--- src/rtl/qts_pkg.sv ---
`timescale 1ns / 1ps
// Types, character constants and byte classes for the query text sanitizer.
// No dependencies; imported by the top level and the testbench.
package qts_pkg;

  typedef enum logic [3:0] {
    MODE_NORMAL = 4'd0,
    MODE_SPACE  = 4'd1,
    MODE_LINE   = 4'd2,
    MODE_BLOCK  = 4'd3,
    MODE_DQ     = 4'd4,
    MODE_SQ     = 4'd5,
    MODE_NUMBER = 4'd6,
    MODE_SLASH  = 4'd7,
    MODE_MINUS  = 4'd8
  } scan_mode_t;

  // what a byte decided in the normal state leads to
  typedef enum logic [2:0] {
    ACT_DROP,
    ACT_SPACE,
    ACT_ZERO,
    ACT_HOLD_MINUS,
    ACT_HOLD_SLASH,
    ACT_QUOTE,
    ACT_EMIT
  } plain_act_t;

  typedef struct packed {
    logic [7:0] out_byte;
    logic       has_byte;
    logic       end_of_text;
  } result_t;

  localparam logic [7:0]  CH_SPACE  = 8'h20;
  localparam logic [7:0]  CH_LF     = 8'h0A;
  localparam logic [7:0]  CH_DQUOTE = 8'h22;
  localparam logic [7:0]  CH_SQUOTE = 8'h27;
  localparam logic [7:0]  CH_STAR   = 8'h2A;
  localparam logic [7:0]  CH_MINUS  = 8'h2D;
  localparam logic [7:0]  CH_DOT    = 8'h2E;
  localparam logic [7:0]  CH_SLASH  = 8'h2F;
  localparam logic [7:0]  CH_ZERO   = 8'h30;
  localparam logic [7:0]  CH_UNDER  = 8'h5F;
  localparam logic [7:0]  CTRL_MASK = 8'hE0;
  localparam logic [39:0] POLY_TAG  = 40'h706F6C793A;  // "poly:"
  localparam logic [2:0]  COUNT_SAT = 3'd5;

  function automatic logic is_space_b(input logic [7:0] b);
    return (b == CH_SPACE) || (b >= 8'h09 && b <= 8'h0D);
  endfunction

  function automatic logic is_digit_b(input logic [7:0] b);
    return b >= 8'h30 && b <= 8'h39;
  endfunction

  function automatic logic is_word_b(input logic [7:0] b);
    return is_digit_b(b) || (b >= 8'h41 && b <= 8'h5A) ||
           (b >= 8'h61 && b <= 8'h7A) || (b == CH_UNDER);
  endfunction

endpackage

--- src/rtl/qts_if.sv ---
`timescale 1ns / 1ps
// Valid/ready channel interfaces: text input, result output, configuration.
// Depends on nothing but the handshake convention valid && ready.
interface qts_in_if;
  logic       valid;
  logic       ready;
  logic [7:0] in_byte;
  logic       in_last;
  modport source (output valid, in_byte, in_last, input ready);
  modport sink   (input valid, in_byte, in_last, output ready);
endinterface

interface qts_out_if;
  logic       valid;
  logic       ready;
  logic [7:0] out_byte;
  logic       has_byte;
  logic       end_of_text;
  modport source (output valid, out_byte, has_byte, end_of_text, input ready);
  modport sink   (input valid, out_byte, has_byte, end_of_text, output ready);
endinterface

interface qts_cfg_if;
  logic valid;
  logic ready;
  logic anonymize;
  modport source (output valid, anonymize, input ready);
  modport sink   (input valid, anonymize, output ready);
endinterface

--- src/rtl/query_text_sanitizer_top.sv ---
`timescale 1ns / 1ps
// Query text sanitizer top level: scanner state, byte decode and result queue.
// Depends on qts_pkg and the channel interfaces in qts_if.sv.

// Takes one text byte per cycle and decides it in the same cycle from the
// scan state; its results (zero, one or two bytes, or a bare end marker on a
// last beat) go into a four-entry result queue whose head drives the output.
// Results leave at one per cycle while output ready is high, and a byte that
// yields two results (a collapsed space or released held byte plus the byte
// itself, or an emptied quote pair) fills two queue entries. Input is taken
// whenever at most two queue entries are occupied, independent of output
// ready. The anonymize register is written through its own channel, which
// is always ready; write it only while the block is idle.
module query_text_sanitizer_top
  import qts_pkg::*;
(
  input  logic   clk,
  input  logic   rst,
  qts_in_if.sink    in_ch,
  qts_out_if.source out_ch,
  qts_cfg_if.sink   cfg
);

  localparam int QDEPTH = 4;

  // registers
  logic                anonymize;
  scan_mode_t          mode;
  logic [39:0]         recent;
  logic [2:0]          out_count;
  logic                star;
  result_t             q [QDEPTH];
  logic [2:0]          q_cnt;

  // next values and decode
  scan_mode_t          mode_next;
  logic                star_next;
  logic [39:0]         recent_next;
  logic [2:0]          out_count_next;
  result_t             q_next [QDEPTH];
  logic [2:0]          q_cnt_next;

  logic [7:0]          b;
  logic                last;
  logic                accept;
  logic                pop;
  logic                pre_v;
  logic [7:0]          pre_b;
  logic                do_plain;
  logic [39:0]         r1;
  logic [2:0]          c1;
  plain_act_t          act;
  logic [1:0]          p_n;
  logic [7:0]          p_b;
  logic [1:0]          n_new;
  result_t             item0;
  result_t             item1;
  logic [1:0]          n_items;
  logic [2:0]          base;
  logic [3:0]          cnt_sum;

  assign b      = in_ch.in_byte;
  assign last   = in_ch.in_last;
  assign in_ch.ready = (q_cnt <= 3'd2);
  assign accept = in_ch.valid && in_ch.ready;
  assign pop    = (q_cnt != 3'd0) && out_ch.ready;
  assign cfg.ready = 1'b1;

  // prefix byte from the current state, and whether the byte goes through
  // the normal-state decision afterwards
  always_comb begin
    pre_v    = 1'b0;
    pre_b    = CH_SPACE;
    do_plain = 1'b0;
    unique case (mode)
      MODE_SPACE: begin
        if (!is_space_b(b)) begin
          pre_v    = (out_count != 3'd0) && is_word_b(recent[7:0]) &&
                     (is_word_b(b) || b == CH_MINUS);
          pre_b    = CH_SPACE;
          do_plain = 1'b1;
        end
      end
      MODE_NUMBER: do_plain = !(is_digit_b(b) || b == CH_DOT);
      MODE_SLASH: begin
        if (b != CH_SLASH && b != CH_STAR) begin
          pre_v    = 1'b1;
          pre_b    = CH_SLASH;
          do_plain = 1'b1;
        end
      end
      MODE_MINUS: begin
        pre_v    = 1'b1;
        pre_b    = is_digit_b(b) ? CH_ZERO : CH_MINUS;
        do_plain = !is_digit_b(b);
      end
      MODE_LINE, MODE_BLOCK, MODE_DQ, MODE_SQ: ;
      MODE_NORMAL: do_plain = 1'b1;
      default: do_plain = 1'b1;
    endcase
  end

  always_comb begin
    r1 = pre_v ? {recent[31:0], pre_b} : recent;
    c1 = (pre_v && out_count != COUNT_SAT) ? out_count + 3'd1 : out_count;
  end

  always_comb begin
    priority if (!do_plain) begin
      act = ACT_DROP;
    end else if (is_space_b(b)) begin
      act = ACT_SPACE;
    end else if (anonymize && is_digit_b(b)) begin
      act = ACT_ZERO;
    end else if (anonymize && b == CH_MINUS) begin
      act = last ? ACT_EMIT : ACT_HOLD_MINUS;
    end else if (anonymize && (b == CH_DQUOTE || b == CH_SQUOTE) &&
                 c1 >= COUNT_SAT && r1 == POLY_TAG) begin
      act = ACT_QUOTE;
    end else if (b == CH_SLASH) begin
      act = last ? ACT_EMIT : ACT_HOLD_SLASH;
    end else if ((b & CTRL_MASK) != 8'h00) begin
      act = ACT_EMIT;
    end else begin
      act = ACT_DROP;
    end
  end

  // next state
  always_comb begin
    mode_next = mode;
    star_next = star;
    unique case (mode)
      MODE_LINE:  if (b == CH_LF) mode_next = MODE_SPACE;
      MODE_BLOCK: begin
        if (b == CH_SLASH && star) mode_next = MODE_NORMAL;
        else star_next = (b == CH_STAR);
      end
      MODE_DQ:    if (b == CH_DQUOTE) mode_next = MODE_NORMAL;
      MODE_SQ:    if (b == CH_SQUOTE) mode_next = MODE_NORMAL;
      MODE_SLASH: begin
        if (b == CH_SLASH) begin
          mode_next = MODE_LINE;
        end else if (b == CH_STAR) begin
          mode_next = MODE_BLOCK;
          star_next = 1'b1;  // the opener's star closes "/*/"
        end
      end
      MODE_MINUS: if (is_digit_b(b)) mode_next = MODE_NUMBER;
      MODE_NORMAL, MODE_SPACE, MODE_NUMBER: ;
      default: ;
    endcase
    if (do_plain) begin
      unique case (act)
        ACT_SPACE:      mode_next = MODE_SPACE;
        ACT_ZERO:       mode_next = MODE_NUMBER;
        ACT_HOLD_MINUS: mode_next = MODE_MINUS;
        ACT_HOLD_SLASH: mode_next = MODE_SLASH;
        ACT_QUOTE:      mode_next = (b == CH_DQUOTE) ? MODE_DQ : MODE_SQ;
        ACT_EMIT, ACT_DROP: mode_next = MODE_NORMAL;
        default:        mode_next = MODE_NORMAL;
      endcase
    end
  end

  // outputs of the step
  always_comb begin
    unique case (act)
      ACT_ZERO:  begin p_n = 2'd1; p_b = CH_ZERO; end
      ACT_QUOTE: begin p_n = 2'd2; p_b = b;       end
      ACT_EMIT:  begin p_n = 2'd1; p_b = b;       end
      ACT_DROP, ACT_SPACE, ACT_HOLD_MINUS, ACT_HOLD_SLASH: begin
        p_n = 2'd0;
        p_b = b;
      end
      default:   begin p_n = 2'd0; p_b = b;       end
    endcase

    n_new = p_n + {1'b0, pre_v};
    unique case (p_n)
      2'd1:    recent_next = {r1[31:0], p_b};
      2'd2:    recent_next = {r1[23:0], p_b, p_b};
      default: recent_next = r1;
    endcase
    cnt_sum        = {1'b0, c1} + {2'b00, p_n};
    out_count_next = (cnt_sum > {1'b0, COUNT_SAT}) ? COUNT_SAT : cnt_sum[2:0];

    item0.out_byte    = pre_v ? pre_b : p_b;
    item0.has_byte    = 1'b1;
    item0.end_of_text = last && (n_new == 2'd1);
    item1.out_byte    = p_b;
    item1.has_byte    = 1'b1;
    item1.end_of_text = last;
    n_items           = n_new;
    if (n_new == 2'd0 && last) begin
      // bare end marker
      item0.out_byte    = 8'h00;
      item0.has_byte    = 1'b0;
      item0.end_of_text = 1'b1;
      n_items           = 2'd1;
    end
  end

  // result queue: head at entry 0, new results appended behind the survivors
  always_comb begin
    base = q_cnt - {2'b00, pop};
    for (int i = 0; i < QDEPTH; i++) begin
      q_next[i] = (pop && i < QDEPTH - 1) ? q[(i + 1) % QDEPTH] : q[i];
    end
    if (accept) begin
      for (int i = 0; i < QDEPTH; i++) begin
        if (n_items != 2'd0 && i == int'(base)) q_next[i] = item0;
        if (n_items == 2'd2 && i == int'(base) + 1) q_next[i] = item1;
      end
    end
    q_cnt_next = base + (accept ? {1'b0, n_items} : 3'd0);
  end

  always_ff @(posedge clk) begin
    if (rst) begin
      anonymize <= 1'b0;
      mode      <= MODE_NORMAL;
      recent    <= '0;
      out_count <= '0;
      star      <= 1'b0;
      q_cnt     <= '0;
    end else begin
      if (cfg.valid) anonymize <= cfg.anonymize;
      if (accept) begin
        if (last) begin
          mode      <= MODE_NORMAL;
          recent    <= '0;
          out_count <= '0;
          star      <= 1'b0;
        end else begin
          mode      <= mode_next;
          recent    <= recent_next;
          out_count <= out_count_next;
          star      <= star_next;
        end
      end
      q_cnt <= q_cnt_next;
    end
  end

  always_ff @(posedge clk) begin
    for (int i = 0; i < QDEPTH; i++) q[i] <= q_next[i];
  end

  assign out_ch.valid       = (q_cnt != 3'd0);
  assign out_ch.out_byte    = q[0].out_byte;
  assign out_ch.has_byte    = q[0].has_byte;
  assign out_ch.end_of_text = q[0].end_of_text;

  a_queue_bound: assert property (@(posedge clk) disable iff (rst)
    q_cnt <= 3'(QDEPTH))
    else $error("result queue overfilled");

  a_last_clears: assert property (@(posedge clk) disable iff (rst)
    accept && last |=> mode == MODE_NORMAL && out_count == 3'd0 && !star)
    else $error("scan state not cleared after end of text");

  a_marker_form: assert property (@(posedge clk) disable iff (rst)
    out_ch.valid && !out_ch.has_byte |-> out_ch.end_of_text && out_ch.out_byte == 8'h00)
    else $error("bare result is not an end marker");

  a_count_sat: assert property (@(posedge clk) disable iff (rst)
    out_count <= COUNT_SAT)
    else $error("output count past saturation");

  a_pop_moves: assert property (@(posedge clk) disable iff (rst)
    pop && !accept |=> q_cnt == $past(q_cnt) - 3'd1)
    else $error("queue count wrong after a beat leaves");

endmodule

--- src/flat_wrapper.sv ---
// flat-port wrapper written by rule: the top's interface ports become plain ports
module query_text_sanitizer_top_flat import qts_pkg::*;
  (clk, rst, in_ch_valid, in_ch_in_byte, in_ch_in_last, in_ch_ready, out_ch_valid, out_ch_out_byte, out_ch_has_byte, out_ch_end_of_text, out_ch_ready, cfg_valid, cfg_anonymize, cfg_ready);
  qts_in_if in_ch_i ();
  qts_out_if out_ch_i ();
  qts_cfg_if cfg_i ();
  input  logic clk;
  input  logic rst;
  input wire logic [$bits(in_ch_i.valid)-1:0] in_ch_valid;
  input wire logic [$bits(in_ch_i.in_byte)-1:0] in_ch_in_byte;
  input wire logic [$bits(in_ch_i.in_last)-1:0] in_ch_in_last;
  output wire logic [$bits(in_ch_i.ready)-1:0] in_ch_ready;
  output wire logic [$bits(out_ch_i.valid)-1:0] out_ch_valid;
  output wire logic [$bits(out_ch_i.out_byte)-1:0] out_ch_out_byte;
  output wire logic [$bits(out_ch_i.has_byte)-1:0] out_ch_has_byte;
  output wire logic [$bits(out_ch_i.end_of_text)-1:0] out_ch_end_of_text;
  input wire logic [$bits(out_ch_i.ready)-1:0] out_ch_ready;
  input wire logic [$bits(cfg_i.valid)-1:0] cfg_valid;
  input wire logic [$bits(cfg_i.anonymize)-1:0] cfg_anonymize;
  output wire logic [$bits(cfg_i.ready)-1:0] cfg_ready;
  assign in_ch_i.valid = in_ch_valid;
  assign in_ch_i.in_byte = in_ch_in_byte;
  assign in_ch_i.in_last = in_ch_in_last;
  assign in_ch_ready = in_ch_i.ready;
  assign out_ch_valid = out_ch_i.valid;
  assign out_ch_out_byte = out_ch_i.out_byte;
  assign out_ch_has_byte = out_ch_i.has_byte;
  assign out_ch_end_of_text = out_ch_i.end_of_text;
  assign out_ch_i.ready = out_ch_ready;
  assign cfg_i.valid = cfg_valid;
  assign cfg_i.anonymize = cfg_anonymize;
  assign cfg_ready = cfg_i.ready;
  query_text_sanitizer_top u_core (.clk(clk), .rst(rst), .in_ch(in_ch_i), .out_ch(out_ch_i), .cfg(cfg_i));
endmodule
--- config.mk ---
export PLATFORM = sky130hd
export DESIGN_NAME = query_text_sanitizer_top_flat
export DESIGN_NICKNAME = d
export VERILOG_FILES = /design/src/rtl/qts_pkg.sv /design/src/rtl/qts_if.sv /design/src/rtl/query_text_sanitizer_top.sv /design/src/flat_wrapper.sv
export SDC_FILE = /design/constraint.sdc
export NUM_CORES = 1
export LEC_CHECK = 0
export ABC_CLOCK_PERIOD_IN_PS = 4300
export BUFFER_PORTS_ARGS = -buffer_cell sky130_fd_sc_hd__buf_2
export CAP_MARGIN = 40
export CORE_MARGIN = 2
export CORE_UTILIZATION = 25
export CTS_CLUSTER_SIZE = 8
export DETAILED_ROUTE_END_ITERATION = 6
export SYNTH_ARGS = -nofsm -noshare
export SYNTH_HDL_FRONTEND = slang
export SYNTH_SLANG_ARGS = --single-unit
--- constraint.sdc ---
create_clock -name clk -period 4.3 [get_ports clk]
set_clock_uncertainty 0.15 [all_clocks]
set_input_delay 0.215 -clock clk [delete_from_list [all_inputs] [get_ports clk]]
set_output_delay 0.215 -clock clk [all_outputs]
set_load 0.02 [all_outputs]
# Word level (Yosys, flattened, before mapping)
# Memory sizes are Yosys's and may differ from the RTL's.
# Index checks and enable logic that the tools add are counted.
# totals
ff_bits,52
latchBits,0
ram_bits,40
mem_bits_ro,0
in_bits,15
output_inout_bits,13
wordCells,189
mem_count,1
# memory_table
memory,depth,width,rd,rd_clocked_by_memory_dff,write_ports,line_no,rtl
u_core.q,4,10,4,0,4,query_text_sanitizer_top.sv:32,result_t q [QDEPTH];
# op_classes
addsub,6
multipliers,0
n_div,0
n_lt_le_gt_ge,17
eq_ne,47
shift,0
muxes,58
n_bitwise,0
n_reduce_logical,54
# ops
cell,n
two-way mux 10 bit,12
two-way mux 40 bit,3
case mux 40 bit (2 select lines),1
"== test 3 x 32 -> 1 bit, first input constant",2
"== test 8 x 6 -> 1 bit, second input constant",7
"== test 40 x 39 -> 1 bit, second input constant",1
two-way mux 4 bit,10
two-way mux 3 bit,11
"== test 2 x 32 -> 1 bit, first input constant",1
"greater-or-equal comparator 8 x 7 -> 1 bit, second input constant",4
"<= comparator 8 x 7 -> 1 bit, second input constant",4
zero test 32 bit,1
logical AND 1 bit,29
case mux 4 bit (6 select lines),1
"inequality test 4 x 2 -> 1 bit, second input constant",5
case mux 4 bit (5 select lines),1
"== test 4 x 3 -> 1 bit, second input constant",4
"== test 8 x 7 -> 1 bit, second input constant",2
"greater-or-equal comparator 8 x 6 -> 1 bit, second input constant",2
"<= comparator 8 x 6 -> 1 bit, second input constant",2
two-way mux 8 bit,2
"inequality test 8 x 6 -> 1 bit, second input constant",2
case mux 8 bit (2 select lines),1
nonzero test 8 bit,2
other kinds (42),72

# Depth between registers and ports, before layout
# logic_depth
ltp_word,31
ltp_mapped,18
depth_no_buf,16

# Worst setup path after synthesis
# OpenSTA, ideal clock, no wires.
# synth_timing
path_kind,flip-flop to flip-flop
startpoint,register u_core.mode[3] (netlist name)
endpoint,"memory u_core.q[3][0] (netlist name), enable pin"
setup_ns,0.380
arrival_ns,3.729
required_time_ns,3.770
path_slack_ns,0.041
stages_incl_launch_ff,13
path_buffers,4
synth_period_minus_slack_ns,4.259
path_cell_list,dfxtp_1 > clkbuf_1 > or4_1 > or4_1 > o41ai_2 > buf_4 > buf_2 > ha_1 > inv_1 > a21oi_1 > o2111ai_1 > clkbuf_1 > a21oi_1
# synth_rtl
element,line_no
"end, declared",query_text_sanitizer_top.sv:32

# Final worst setup path
# layout_timing
startpoint,register u_core.mode[0]
endpoint,register u_core.q_cnt[2]
# layout_between
elab_chain_len,21
word_cells_on_any_way,35
classes_between,add/sub: 2; order compare: 1; eq/ne: 12; mux: 13; reduce/logical: 7
# layout_rtl
element,line_no,rtl
"start, declared",query_text_sanitizer_top.sv:28,scan_mode_t mode;
"start signal, assigned",query_text_sanitizer_top.sv:236,mode <= mode_next;
== test 4 bit (tied with other cells),query_text_sanitizer_top.sv:75,unique case (mode)
case mux 1 bit (3 select lines),query_text_sanitizer_top.sv:75,
logical AND 1 bit,query_text_sanitizer_top.sv:105,c1 = (pre_v && out_count != COUNT_SAT) ? out_count + 3'd1 : out_count;
two-way mux 3 bit,query_text_sanitizer_top.sv:105,
greater-or-equal comparator 3 bit,query_text_sanitizer_top.sv:118,c1 >= COUNT_SAT && r1 == POLY_TAG) begin
logical AND 1 bit,query_text_sanitizer_top.sv:117,end else if (anonymize && (b == CH_DQUOTE || b == CH_SQUOTE) &&
logical AND 1 bit,query_text_sanitizer_top.sv:118,
two-way mux 3 bit,query_text_sanitizer_top.sv:117,
[... 5 more ...],-,
OR reduction 2 bit (no source line),-,
case mux 2 bit (2 select lines),query_text_sanitizer_top.sv:168,unique case (act)
adder 2 x 1 -> 2 bit *,query_text_sanitizer_top.sv:179,"n_new = p_n + {1'b0, pre_v};"
zero test 2 bit,query_text_sanitizer_top.sv:195,if (n_new == 2'd0 && last) begin
logical AND 1 bit,query_text_sanitizer_top.sv:195,
two-way mux 2 bit *,query_text_sanitizer_top.sv:195,
two-way mux 2 bit *,query_text_sanitizer_top.sv:216,"q_cnt_next = base + (accept ? {1'b0, n_items} : 3'd0);"
adder 3 bit *,query_text_sanitizer_top.sv:216,
"end signal, assigned",query_text_sanitizer_top.sv:242,q_cnt <= q_cnt_next;
"end, declared",query_text_sanitizer_top.sv:33,logic [2:0] q_cnt;
# Mark *: on every way between the ends. The rest lies on a longest branch, timed or not.
# A chain may end at the register's enable or synchronous reset.

==> results.toml <==
[status]
outcome = "completed"

[logic_synthesis]
async_flop_share_pct = 0
synth_ff_type = "dfxtp_1"
netlist_area_um2 = 5850
synth_cells = 698
yosysWarnings = 0
seq_area_frac_synth_pct = 33.2
syn-num-nets = 725
synth_cell_types = 93
syn_area_per_cell_um2 = 8.39
synth-edff-count = 10
synth_seq_cells = 92

[clocking]
htree_levels = 3
cts_tree = "built"
clock_sinks = 92
clockRootBuffer = "clkbuf_16"
clock_latency_ns = 0.35
cts_buffers = 9
clock_path_buffers = 2
cts_setup_buffers = 0
clk_pin_slew_ns = 0.06

[final_layout]
nets = 751
fin_util_pct = 29.4
area_delta_synth_final_pct = 14.9
fin_cells = 1042
drive_above_1_share_pct = 16.0
diodes = 0

[flow_run]
maxCapViolations = 0

[timing]
fin_tns_setup_ns = 0
hold_viol = 0
period_share_pct = 93.3
timing.fmax_mhz = 249
worst_slack_ns = 0.287
slew-limit-headroom_pct = 38.7
setup_viol = 0
whs_ns = 0.109
drv_slew = 0
min_period_ns = 4.01
rsz0062_at_grt = "false"
worstMarginPinSlew_ns = 0.920

[worst_setup_path]
endpoint_kind = "register"
cp_max_fo = 7
crit_arrival_ns = 4.08
required_ns = 4.37
startpoint_type = "register"
critPathKind = "reg2reg"
r2r_cells = 14

[floorplanning]
start_util_pct = 25.6
io-pin-count = 28
core_area_um2 = 22800
fp.dieArea_um2 = 24700
row_count = 55
die_width_um = 157
die_h_um = 157

[power]
pwr-share-comb_pct = 36.7
powerDensity_nw_per_um2 = 455
power.share.clock_pct = 24.7
power_switching_mw = 1.13
power.leakage_nw = 2.60
power_frac_seq_pct = 38.6
ir_worst_vdd_v = 0.000246
netSwitchingFraction_pct = 37.0
p_int_mw = 1.93

[detailed_routing]
drt_first_pass_iters = 5
vias_per_cell = 5.36
drt_iter0_markers = 582
wl_per_cell_um = 17.5
totalWireLength_um = 18200
vias = 5586
drc = 0
final_antenna_net_count = 0

[worst_hold_path]
min_path_type = "in2reg"
hold_path_depth = 2

[global_route]
overflow = 0
grt_max_degree = 32
antenna_found_initial = 0
grt_usage_pct = 15.0
grt_pass1_wl_um = 29200
grt_pass1_vias = 5188

[placed_design]
place_hpwl_um = 13400
place_inst = 1024
routabilityCongestion = 0.909
port_buffers = 26
post-place-ws_ns = 0.321
critical path: stages (launching register included):
cell,delay (ns)
dfxtp_1,0.42
inv_1,0.13
or4_1,0.47
or4_1,0.52
o41ai_4,0.39
ha_1,0.39
inv_1,0.11
a21oi_1,0.22
nor2_1,0.09
a21oi_1,0.15
nor2_1,0.05
ha_1,0.21
fa_1,0.38
xor2_1,0.16
nor2_1,0.05
metrics by stage:
step	power, mW	instance area (um2)
after floorplan	1.98	5850
after global placement	2.29	6410
after detailed placement	2.31	6430
after CTS	3.07	6730
after global routing	3.24	6730
final	3.06	6730
worst paths after layout:
check | start | to | slack, ns
worst max-delay path | u_core.mode[0]$_SDFFE_PP0P_ | u_core.q_cnt[2]$_SDFF_PP0_ | 0.29
worst min-delay path | in_ch_in_byte[6] | u_core.recent[6]$_SDFFE_PP0P_ | 0.11
worst min register to register | u_core.recent[39]$_SDFFE_PP0P_ | u_core.recent[39]$_SDFFE_PP0P_ | 0.32
worst max register to register | u_core.mode[0]$_SDFFE_PP0P_ | u_core.q_cnt[2]$_SDFF_PP0_ | 0.29
cell type report:
class | instances | area (um2)
Multi-Input combinational cell | 535 | 3620
Clock buffer | 11 | 243
Sequential cell | 92 | 1940
Clock inverter | 5 | 33.8
Timing Repair Buffer | 62 | 403
Inverter | 24 | 90.1
Tap cell | 313 | 392
Fill cell | 2444 | 16100
timing repair:
item / in CTS / in global routing
endpoints found under the hold margin: 1 / 0
gates resized for setup: 0 / 0
hold buffers: 2 / 0
registers in the layout (all words and copies together) (netlist names):
signal,flops
u_core.anonymize,1
u_core.mode,4
u_core.out_count,3
u_core.q,40
u_core.q_cnt,3
u_core.recent,40
u_core.star,1
Yosys cell counts (all sizes together), types with 4 or more instances:
library cell  number  area, um2
o22ai             16        113
dfxtp             82       1640
and2              11       68.8
mux2i             26        260
or2                4       25.0
o31ai              5       37.5
nor2              47        176
a221o              5       50.1
o21a               4       30.0
o221ai             8       95.1
and3              19        119
clkbuf            30        113
nand3b             4       30.0
nand4b             5       43.8
ha                10        125
nand4             10       62.6
nor2b             10       62.6
a21o               9       67.6
a31oi             10       98.8
a21oi             59        310
nor3              19        111
inv               24       90.1
o2bb2ai           13        114
a221oi             7       61.3
a32oi              6       52.6
a21boi             4       30.0
or4                6       48.8
a22o               7       61.3
o221a             10        121
a211oi             5       42.5
a22oi              5       37.5
nand3             16       90.1
buf               17       96.3
edfxtp            10        300
o21ai             37        196
nand2             78        295
power by group through the flow:
stage	logic (mW)	clock network, mW	registers [mW]
2_1_floorplan	0.764	0	1.22
3_3_place_gp	1.10	0	1.19
3_5_place_dp	1.11	0	1.20
4_1_cts	1.12	0.773	1.18
5_1_grt	1.24	0.809	1.20
6_report	1.12	0.755	1.18
kinds of logic (layout without fill, tap and decap cells):
kind of cell / count (synthesis) / in the layout / share of synthesized area, %
AND/OR/NAND/NOR: 252 / 252 / 22.8
AO/OA/AOI/OAI: 240 / 240 / 30.9
flip-flops: 92 / 92 / 33.2
buffers and inverters: 71 / 102 / 5.11
multiplexers: 26 / 26 / 4.45
adder cells (fa/ha/maj): 12 / 12 / 2.82
XOR/XNOR: 4 / 4 / 0.599
other: 1 / 1 / 0.0641
metal layers:
metal  vias to the layer above  track usage, %  wire [um]
met4                         0            4.85        382
met2                       190            22.8       8070
li1                       2721               -          -
met3                        24            2.75       1140
met1                      2651            21.5       8650
met5                         -               0          0
placed cells by master (no fill, tap or decap), types with 17 or more instances in the layout:
| cell type | count |
|---|---|
| a21oi_1 | 57 |
| and3_1 | 19 |
| buf_2 | 27 |
| buf_4 | 33 |
| dfxtp_1 | 82 |
| inv_1 | 22 |
| mux2i_1 | 26 |
| nand2_1 | 77 |
| nor2_1 | 47 |
| nor3_1 | 17 |
| o21ai_0 | 33 |
Power figures use the tool's default switching activity.
